**config.mk**
```make
export PLATFORM = sky130hd
export DESIGN_NAME = sliding_window_median_filter
export DESIGN_NICKNAME = d
export VERILOG_FILES = /design/src/sv/swmf_pkg.sv /design/src/sv/swmf_cell.sv /design/src/sv/swmf_median.sv /design/src/sv/sliding_window_median_filter.sv
export SDC_FILE = /design/constraint.sdc
export NUM_CORES = 2
export LEC_CHECK = 0
export BUFFER_PORTS_ARGS = -buffer_cell sky130_fd_sc_hd__buf_2
export CAP_MARGIN = 20
export CORE_ASPECT_RATIO = 1.75
export CORE_MARGIN = 2
export CORE_UTILIZATION = 29
export CTS_CLUSTER_SIZE = 14
export DETAILED_ROUTE_END_ITERATION = 7
export GPL_TIMING_DRIVEN = 0
export SKIP_CTS_REPAIR_TIMING = 1
export SLEW_MARGIN = 20
export SYNTH_ARGS = -nofsm -noshare
export SYNTH_HDL_FRONTEND = slang
export SYNTH_SLANG_ARGS = --single-unit
```
**constraint.sdc**
```tcl
create_clock -name clk -period 34.9 [get_ports clk]
set_input_delay 1.745 -clock clk [delete_from_list [all_inputs] [get_ports clk]]
set_output_delay 1.745 -clock clk [all_outputs]
set_load 0.1 [all_outputs]
```
**src/sv/swmf_pkg.sv**
```systemverilog
package swmf_pkg;

  // Fixed field widths
  localparam int SAMPLE_W = 16;
  localparam int CFG_W    = 5;
  localparam int FILL_W   = 5;

  // Default window capacity and reset window size
  localparam int             MAX_WINDOW_DEF = 16;
  localparam logic [CFG_W-1:0] WINDOW_RESET = 5'd5;

  // Item kinds
  localparam logic KIND_SAMPLE = 1'b0;
  localparam logic KIND_CLEAR  = 1'b1;

  typedef struct packed {
    logic                       kind;
    logic signed [SAMPLE_W-1:0] sample;
  } swmf_in_t;

  typedef struct packed {
    logic signed [SAMPLE_W-1:0] median;
    logic [FILL_W-1:0]          fill_count;
  } swmf_out_t;

  // Control broadcast to every cell of the sorted chain
  typedef struct packed {
    logic upd;   // insert a new sample this cycle
    logic clr;   // empty the chain
    logic full;  // window full: the oldest sample leaves
  } swmf_ctl_t;

endpackage

```
**src/sv/swmf_cell.sv**
```systemverilog
module swmf_cell import swmf_pkg::*; #(
  parameter int AW  = 4,
  parameter int SLW = 1 + AW + SAMPLE_W
) (
  input  logic                       clk,
  input  logic                       rst_n,
  input  swmf_ctl_t                  ctl,
  input  logic [AW-1:0]              oldest_age,
  input  logic signed [SAMPLE_W-1:0] new_sample,
  input  logic                       rm_in,
  input  logic [SLW-1:0]             nxt_s,
  input  logic [SLW-1:0]             prv_c,
  input  logic                       prv_g,
  output logic [SLW-1:0]             cur_s,
  output logic                       rm_out,
  output logic [SLW-1:0]             c_s,
  output logic                       g_out
);

  // Slot layout: {valid, age, value}
  logic [SLW-1:0]             slot_r;
  logic [SLW-1:0]             slot_nxt;
  logic                       cur_valid;
  logic [AW-1:0]              cur_age;
  logic                       del;
  logic                       rm_le;
  logic                       c_valid;
  logic signed [SAMPLE_W-1:0] c_value;
  logic                       sel_new;
  logic [SLW-1:0]             src;

  assign cur_s     = slot_r;
  assign cur_valid = slot_r[SLW-1];
  assign cur_age   = slot_r[SLW-2 -: AW];

  // Oldest sample drops out when the window is full
  assign del    = ctl.full && cur_valid && (cur_age == oldest_age);
  assign rm_le  = rm_in | del;
  assign rm_out = rm_le;

  // Chain with the oldest removed: cells at or past it pull from the right
  assign c_s     = rm_le ? nxt_s : slot_r;
  assign c_valid = c_s[SLW-1];
  assign c_value = c_s[SAMPLE_W-1:0];

  // Insertion point: first compacted slot that is empty or larger
  assign g_out   = !c_valid || (c_value > new_sample);
  assign sel_new = g_out && !prv_g;
  assign src     = g_out ? prv_c : c_s;

  always_comb begin
    if (sel_new) begin
      slot_nxt = {1'b1, {AW{1'b0}}, new_sample};
    end else begin
      slot_nxt = {src[SLW-1], AW'(src[SLW-2 -: AW] + 1'b1), src[SAMPLE_W-1:0]};
    end
  end

  always_ff @(posedge clk) begin
    if (!rst_n) begin
      slot_r[SLW-1] <= 1'b0;
    end else if (ctl.clr) begin
      slot_r[SLW-1] <= 1'b0;
    end else if (ctl.upd) begin
      slot_r <= slot_nxt;
    end
  end

endmodule

```
**src/sv/swmf_median.sv**
```systemverilog
module swmf_median import swmf_pkg::*; #(
  parameter int MAX_WINDOW = MAX_WINDOW_DEF,
  parameter int IW         = 4,
  parameter int HW         = 5
) (
  input  logic signed [SAMPLE_W-1:0] vals [MAX_WINDOW],
  input  logic [HW-1:0]              held,
  output logic signed [SAMPLE_W-1:0] median
);

  logic [HW-1:0]              half;
  logic [HW-1:0]              half_m1;
  logic signed [SAMPLE_W-1:0] hi;
  logic signed [SAMPLE_W-1:0] lo;
  logic signed [SAMPLE_W:0]   sum;

  // Middle entries of the sorted chain
  assign half    = held >> 1;
  assign half_m1 = HW'(half - 1'b1);
  assign hi      = vals[half[IW-1:0]];
  assign lo      = vals[half_m1[IW-1:0]];

  // Even count: floor of half the exact sum, i.e. drop the sum's low bit
  assign sum    = (SAMPLE_W+1)'(lo) + (SAMPLE_W+1)'(hi);
  assign median = held[0] ? hi : sum[SAMPLE_W:1];

endmodule

```
**src/sv/sliding_window_median_filter.sv**
```systemverilog
// Channel | Direction | Handshake              | Payload
// in_     | input     | in_valid / in_stall    | swmf_in_t  {kind, sample}
// out_    | output    | out_valid / out_stall  | swmf_out_t {median, fill_count}
// cfg_    | input     | cfg_valid / cfg_ready  | window_size (5 bits)
//
// One item per cycle sustained while out_stall is low. The sorted chain
// inserts the new sample and drops the oldest one in the same update; the
// median is then picked from the chain into the output register once free.
// Reset is synchronous: the chain empties and window_size returns to 5.
// in_stall rises only while a computed result cannot move into a stalled
// output register. A clear transaction gives no result.
module sliding_window_median_filter import swmf_pkg::*; #(
  parameter int MAX_WINDOW = MAX_WINDOW_DEF
) (
  input  logic             clk,
  input  logic             rst_n,
  input  logic             in_valid,
  output logic             in_stall,
  input  swmf_in_t         in_data,
  output logic             out_valid,
  input  logic             out_stall,
  output swmf_out_t        out_data,
  input  logic             cfg_valid,
  output logic             cfg_ready,
  input  logic [CFG_W-1:0] cfg_data
);

  localparam int IW  = (MAX_WINDOW > 1) ? $clog2(MAX_WINDOW) : 1;
  localparam int HW  = $clog2(MAX_WINDOW + 1);
  localparam int EW  = (HW > CFG_W) ? HW : CFG_W;
  localparam int SLW = 1 + IW + SAMPLE_W;

  logic [CFG_W-1:0]           size_r;
  logic [HW-1:0]              held_r;
  logic [HW-1:0]              held_nxt;
  logic                       pend_r;
  logic                       pend_nxt;
  logic                       out_valid_r;
  logic                       out_valid_nxt;
  swmf_out_t                  out_data_r;
  logic [EW-1:0]              size_ext;
  logic [EW-1:0]              eff_ext;
  logic [HW-1:0]              eff;
  logic [HW-1:0]              eff_m1;
  logic                       in_acc;
  logic                       out_free;
  logic                       load;
  swmf_ctl_t                  ctl;
  logic [SLW-1:0]             cur_s [MAX_WINDOW];
  logic [SLW-1:0]             c_s   [MAX_WINDOW];
  logic [MAX_WINDOW:0]        rm_v;
  logic [MAX_WINDOW-1:0]      g_v;
  logic [MAX_WINDOW-1:0]      valid_v;
  logic signed [SAMPLE_W-1:0] vals  [MAX_WINDOW];
  logic signed [SAMPLE_W-1:0] median;

  // Configuration register; the user must write it only while idle, the block itself does not enforce this
  assign cfg_ready = 1'b1;

  always_ff @(posedge clk) begin
    if (!rst_n) begin
      size_r <= WINDOW_RESET;
    end else if (cfg_valid && cfg_ready) begin
      size_r <= cfg_data;
    end
  end

  // Effective window: zero acts as one, saturate at capacity
  assign size_ext = EW'(size_r);
  assign eff_ext  = (size_ext == '0) ? EW'(1) :
                    (size_ext > EW'(MAX_WINDOW)) ? EW'(MAX_WINDOW) : size_ext;
  assign eff      = eff_ext[HW-1:0];
  assign eff_m1   = HW'(eff - 1'b1);

  // Handshake
  assign out_free = !out_valid_r || !out_stall;
  assign in_stall = pend_r && !out_free;
  assign in_acc   = in_valid && !in_stall;
  assign load     = pend_r && out_free;

  assign ctl.upd  = in_acc && (in_data.kind == KIND_SAMPLE);
  assign ctl.clr  = in_acc && (in_data.kind == KIND_CLEAR);
  assign ctl.full = (held_r >= eff);

  // Fill count
  always_comb begin
    held_nxt = held_r;
    if (ctl.clr) begin
      held_nxt = '0;
    end else if (ctl.upd) begin
      held_nxt = ctl.full ? eff : HW'(held_r + 1'b1);
    end
  end

  // Result pending and output register
  assign pend_nxt      = ctl.upd ? 1'b1 : (load ? 1'b0 : pend_r);
  assign out_valid_nxt = load ? 1'b1 : (out_valid_r && out_stall);

  always_ff @(posedge clk) begin
    if (!rst_n) begin
      held_r      <= '0;
      pend_r      <= 1'b0;
      out_valid_r <= 1'b0;
    end else begin
      held_r      <= held_nxt;
      pend_r      <= pend_nxt;
      out_valid_r <= out_valid_nxt;
    end
  end

  always_ff @(posedge clk) begin
    if (load) begin
      out_data_r.median     <= median;
      out_data_r.fill_count <= FILL_W'(held_r);
    end
  end

  assign out_valid = out_valid_r;
  assign out_data  = out_data_r;

  // Sorted chain of cells, ascending by value, each with an age tag
  assign rm_v[0] = 1'b0;

  for (genvar k = 0; k < MAX_WINDOW; k++) begin : g_cell
    logic [SLW-1:0] nxt_s;
    logic [SLW-1:0] prv_c;
    logic           prv_g;

    if (k == MAX_WINDOW - 1) begin : g_last
      assign nxt_s = '0;
    end else begin : g_mid
      assign nxt_s = cur_s[k+1];
    end

    if (k == 0) begin : g_first
      assign prv_c = '0;
      assign prv_g = 1'b0;
    end else begin : g_rest
      assign prv_c = c_s[k-1];
      assign prv_g = g_v[k-1];
    end

    swmf_cell #(
      .AW  (IW),
      .SLW (SLW)
    ) u_cell (
      .clk        (clk),
      .rst_n      (rst_n),
      .ctl        (ctl),
      .oldest_age (eff_m1[IW-1:0]),
      .new_sample (in_data.sample),
      .rm_in      (rm_v[k]),
      .nxt_s      (nxt_s),
      .prv_c      (prv_c),
      .prv_g      (prv_g),
      .cur_s      (cur_s[k]),
      .rm_out     (rm_v[k+1]),
      .c_s        (c_s[k]),
      .g_out      (g_v[k])
    );

    assign valid_v[k] = cur_s[k][SLW-1];
    assign vals[k]    = cur_s[k][SAMPLE_W-1:0];
  end

  // Median of the held samples
  swmf_median #(
    .MAX_WINDOW (MAX_WINDOW),
    .IW         (IW),
    .HW         (HW)
  ) u_median (
    .vals   (vals),
    .held   (held_r),
    .median (median)
  );

  // Occupied cells match the fill count
  a_count : assert property (@(posedge clk) disable iff (!rst_n)
    $countones(valid_v) == held_r)
    else $error("occupied cells differ from fill count");

  // Occupied cells form a prefix of the chain
  a_prefix : assert property (@(posedge clk) disable iff (!rst_n)
    $onehot({1'b0, valid_v} + {{MAX_WINDOW{1'b0}}, 1'b1}))
    else $error("gap in sorted chain");

  // A full window always finds its oldest sample
  a_oldest : assert property (@(posedge clk) disable iff (!rst_n)
    ctl.upd && ctl.full |-> rm_v[MAX_WINDOW])
    else $error("oldest sample not found");

  // Insertion never pushes a live sample off the end
  a_fit : assert property (@(posedge clk) disable iff (!rst_n)
    ctl.upd |-> g_v[MAX_WINDOW-1] && !c_s[MAX_WINDOW-1][SLW-1])
    else $error("sample lost at end of chain");

  // A clear transaction empties the window
  a_clear : assert property (@(posedge clk) disable iff (!rst_n)
    ctl.clr |=> held_r == '0 && !pend_r)
    else $error("clear left samples counted");

endmodule
```
==> flow_metrics.py <==
metrics = {
    "timing": {
        "worst_slew_pin_slew_ns": 1.249,
        "fin_crit_ns": 11.15,
        "rsz0062_at_grt": "no",
        "drv_slew": 0,
        "relSlewSlack_pct": 16.13,
        "setup_viol": 0,
        "skew_ns": 0.05109,
        "fin_crit_sh_pct": 31.96,
        "fmax_mhz": 89.66,
        "hold_viol": 0,
    },
    "power_and_ir_drop": {
        "ir_drop_uv": 35.26,
        "power_w": 0.001489,
        "p_per_area_nw_per_um2": 38.94,
        "leakagePower_nw": 14.19,
    },
    "synth": {
        "synth_fa_ha_area_share_pct": 10.83,
        "synth_flop_cell": "edfxtp_1",
        "synth-xor-area-share_pct": 2.620,
        "ys_seq_area_share_pct": 31.41,
        "synth_nets": 3914,
        "synthSimpleGateAreaFrac_pct": 15.65,
        "synth_area_leader_cell": "edfxtp_1",
        "async_flop_share_pct": 0,
        "yosys.area.top_type_share_pct": 29.78,
        "ys_warn_count": 0,
        "syn_avg_cell_area_um2": 9.577,
        "synth_edf_count": 341,
        "ys_seq_elements": 369,
        "ys_types": 89,
        "syn-cell-area_um2": 34380,
        "synth_compound_area_share_pct": 15.37,
        "synth_top_family_by_area": "multiplexers",
        "synth_area_leaders": "edfxtp_1, ha_1, mux4_2",
        "synth.area.mux_share_pct": 20.59,
        "synthCells": 3590,
    },
    "flow_run": {
        "max_cap_violations": 0,
    },
    "floorplan": {
        "die_h_um": 459.5,
        "io_pins": 51,
        "die_area_um2": 121400,
        "std_cell_rows": 167,
        "core_um2": 118100,
        "initial_core_util_pct": 29.12,
        "die_w_um": 264.3,
    },
    "setup_path": {
        "r2r_slack_ns": 23.75,
        "crit_path_start_kind": "flop",
        "crit_type": "reg2reg",
        "crit_path_frequent_cell": "clkbuf_1",
        "cp.required_ns": 35.22,
        "crit_slowest_cell": "buf_1",
        "setup.worst_path.end_class": "flop",
        "max_stage_delay_ns": 0.85,
        "cp.arrival_ns": 11.48,
        "critical_path_peak_fanout": 10,
    },
    "finish": {
        "final_area_um2": 38250,
        "nets": 4049,
        "layout_commonest_cell": "nand2_1",
        "regArea_um2": 10800,
        "final_cell_mix": "nand2_1, edfxtp_1, o21ai_0",
        "multi_input_area_um2": 22410,
        "fillCellCount": 12125,
        "drive_gt1_share_pct": 14.75,
        "syn_to_final_growth_pct": 11.25,
    },
    "cts": {
        "cts_tree": "done",
        "cts_root_buf": "clkbuf_16",
        "clock_path_buffers": 3,
        "cts_buffers": 38,
        "clk_pin_slew_worst_paths_ns": 0.07,
        "h-tree-depth": 2,
        "clkLatencyLatePin_ns": 0.64,
        "clock_sink_count": 369,
    },
    "route": {
        "wl_per_cell_um": 29.07,
        "drc": 3,
        "finalWirelength_mm": 153.6,
        "dr.first_iter.drc_count": 3467,
        "viasPerCell": 6.064,
        "dr_total_vias": 32042,
        "drt-pass1-iter-count": 8,
        "ant_nets": 0,
    },
    "grt": {
        "antenna_found_initial": 23,
        "grt.total_usage_pct": 24.69,
        "grt_max_degree": 24,
        "grt_pass1_wl_mm": 219.3,
        "grt_pass1_vias": 31632,
        "grt_overflow": 0,
    },
    "placement": {
        "gp_congestion": 1.045,
        "dpl_cell_area_um2": 37040,
        "port_buffers": 47,
        "dp_hpwl_mm": 120.4,
    },
    "min_path": {
        "worstHoldPathType": "reg2reg",
    },
    "run_status": {
        "violations": "design-rule violations",
        "status": "complete, but fails checks",
    },
}
[power breakdown]
group          total [W]  internal (W)  switching, W
Combinational   0.000510      0.000190      0.000320
Clock           0.000424      0.000217      0.000207
Sequential      0.000555      0.000523     0.0000321
Total            0.00149      0.000931      0.000559
[stage by stage]
step / setup TNS [ns] / hold WS [ns] / setup slack, ns / utilization [%] / instances
5_1_grt: 0 / 0.5438 / 23.40 / 32.39 / 5280
2_1_floorplan: 0 / 0.4348 / 9.518 / - / 3590
6_report: 0 / 0.4984 / 23.75 / 32.40 / 5284
3_5_place_dp: 0 / 0.4778 / 23.97 / 31.38 / 5205
3_3_place_gp: -1125.70 / 0.4666 / -3.564 / 30.94 / 5158
4_1_cts: 0 / 0.4961 / 23.95 / 32.36 / 5275
[worst max-delay path, delay by kind of cell (launching register included)]
kind | cells | cell delay (ns)
buf+inv | 10 | 6.24
simple gates | 1 | 0.16
mux | 2 | 1.08
compound gates | 10 | 2.21
fa+ha+maj | 2 | 0.69
flops | 1 | 0.49
[registers in the layout, indices dropped and copies added, names as in the netlist]
| signal | count |
|---|---|
| held_r | 5 |
| out_valid | 1 |
| out_data | 21 |
| pend_r | 1 |
| g_cell.u_cell.cur_s | 336 |
| size_ext | 5 |
[synth_stat cells, types with 11 or more instances]
master,instances
nand2_1,614
edfxtp_1,341
o21ai_0,309
ha_1,296
nor2_1,225
mux2i_1,214
a21oi_1,203
mux4_2,159
clkbuf_1,146
mux2_2,119
inv_1,82
nand4_1,64
a21o_1,58
nand3_1,51
nor2b_1,49
o21a_1,48
nor3_1,42
xnor2_1,39
buf_2,38
buf_1,33
xor2_1,33
o31ai_1,32
and2_1,30
dfxtp_1,28
or3_1,27
o221a_2,21
o211ai_1,19
nand3b_1,15
and3_1,14
nand2b_1,12
xnor3_1,12
a211oi_1,11
o32a_1,11
[worst paths after layout]
path / start / to / cells after the start
worst min-delay path: pend_r$_SDFFE_PN0P_ / out_valid$_SDFF_PN0_ / 2
worst min register to register: pend_r$_SDFFE_PN0P_ / out_valid$_SDFF_PN0_ / 2
worst max-delay path: held_r[1]$_SDFFE_PP0P_ / out_data[16]$_DFFE_PP_ / 25
worst max register to register: held_r[1]$_SDFFE_PP0P_ / out_data[16]$_DFFE_PP_ / 25
[routing by layer]
metal / global-route usage (%) / wire (µm) / vias to the layer above
li1: - / - / 13869
met1: 25.50 / 51340 / 15505
met2: 41.46 / 72420 / 1909
met3: 4.745 / 11840 / 727
met4: 24.32 / 17780 / 32
met5: 0 / 216 / -
[logic make-up after synthesis]
kind of cell | after synthesis
compound gates | 845
xor+xnor | 84
fa+ha+maj | 297
buf+inv | 305
flops | 369
mux | 493
other cells | 1
simple gates | 1196
[layout make-up]
| type | count | area share, % |
|---|---|---|
| Timing Repair Buffer | 95 | 1.900 |
| Tap cell | 1521 | 4.975 |
| Clock buffer | 47 | 2.574 |
| Inverter | 83 | 0.8145 |
| Buffer | 222 | 2.394 |
| Clock inverter | 23 | 0.4710 |
| Sequential cell | 369 | 28.24 |
| Antenna cell | 8 | 0.05234 |
| Multi-Input combinational cell | 2916 | 58.58 |
Power figures use the tool's default switching activity.
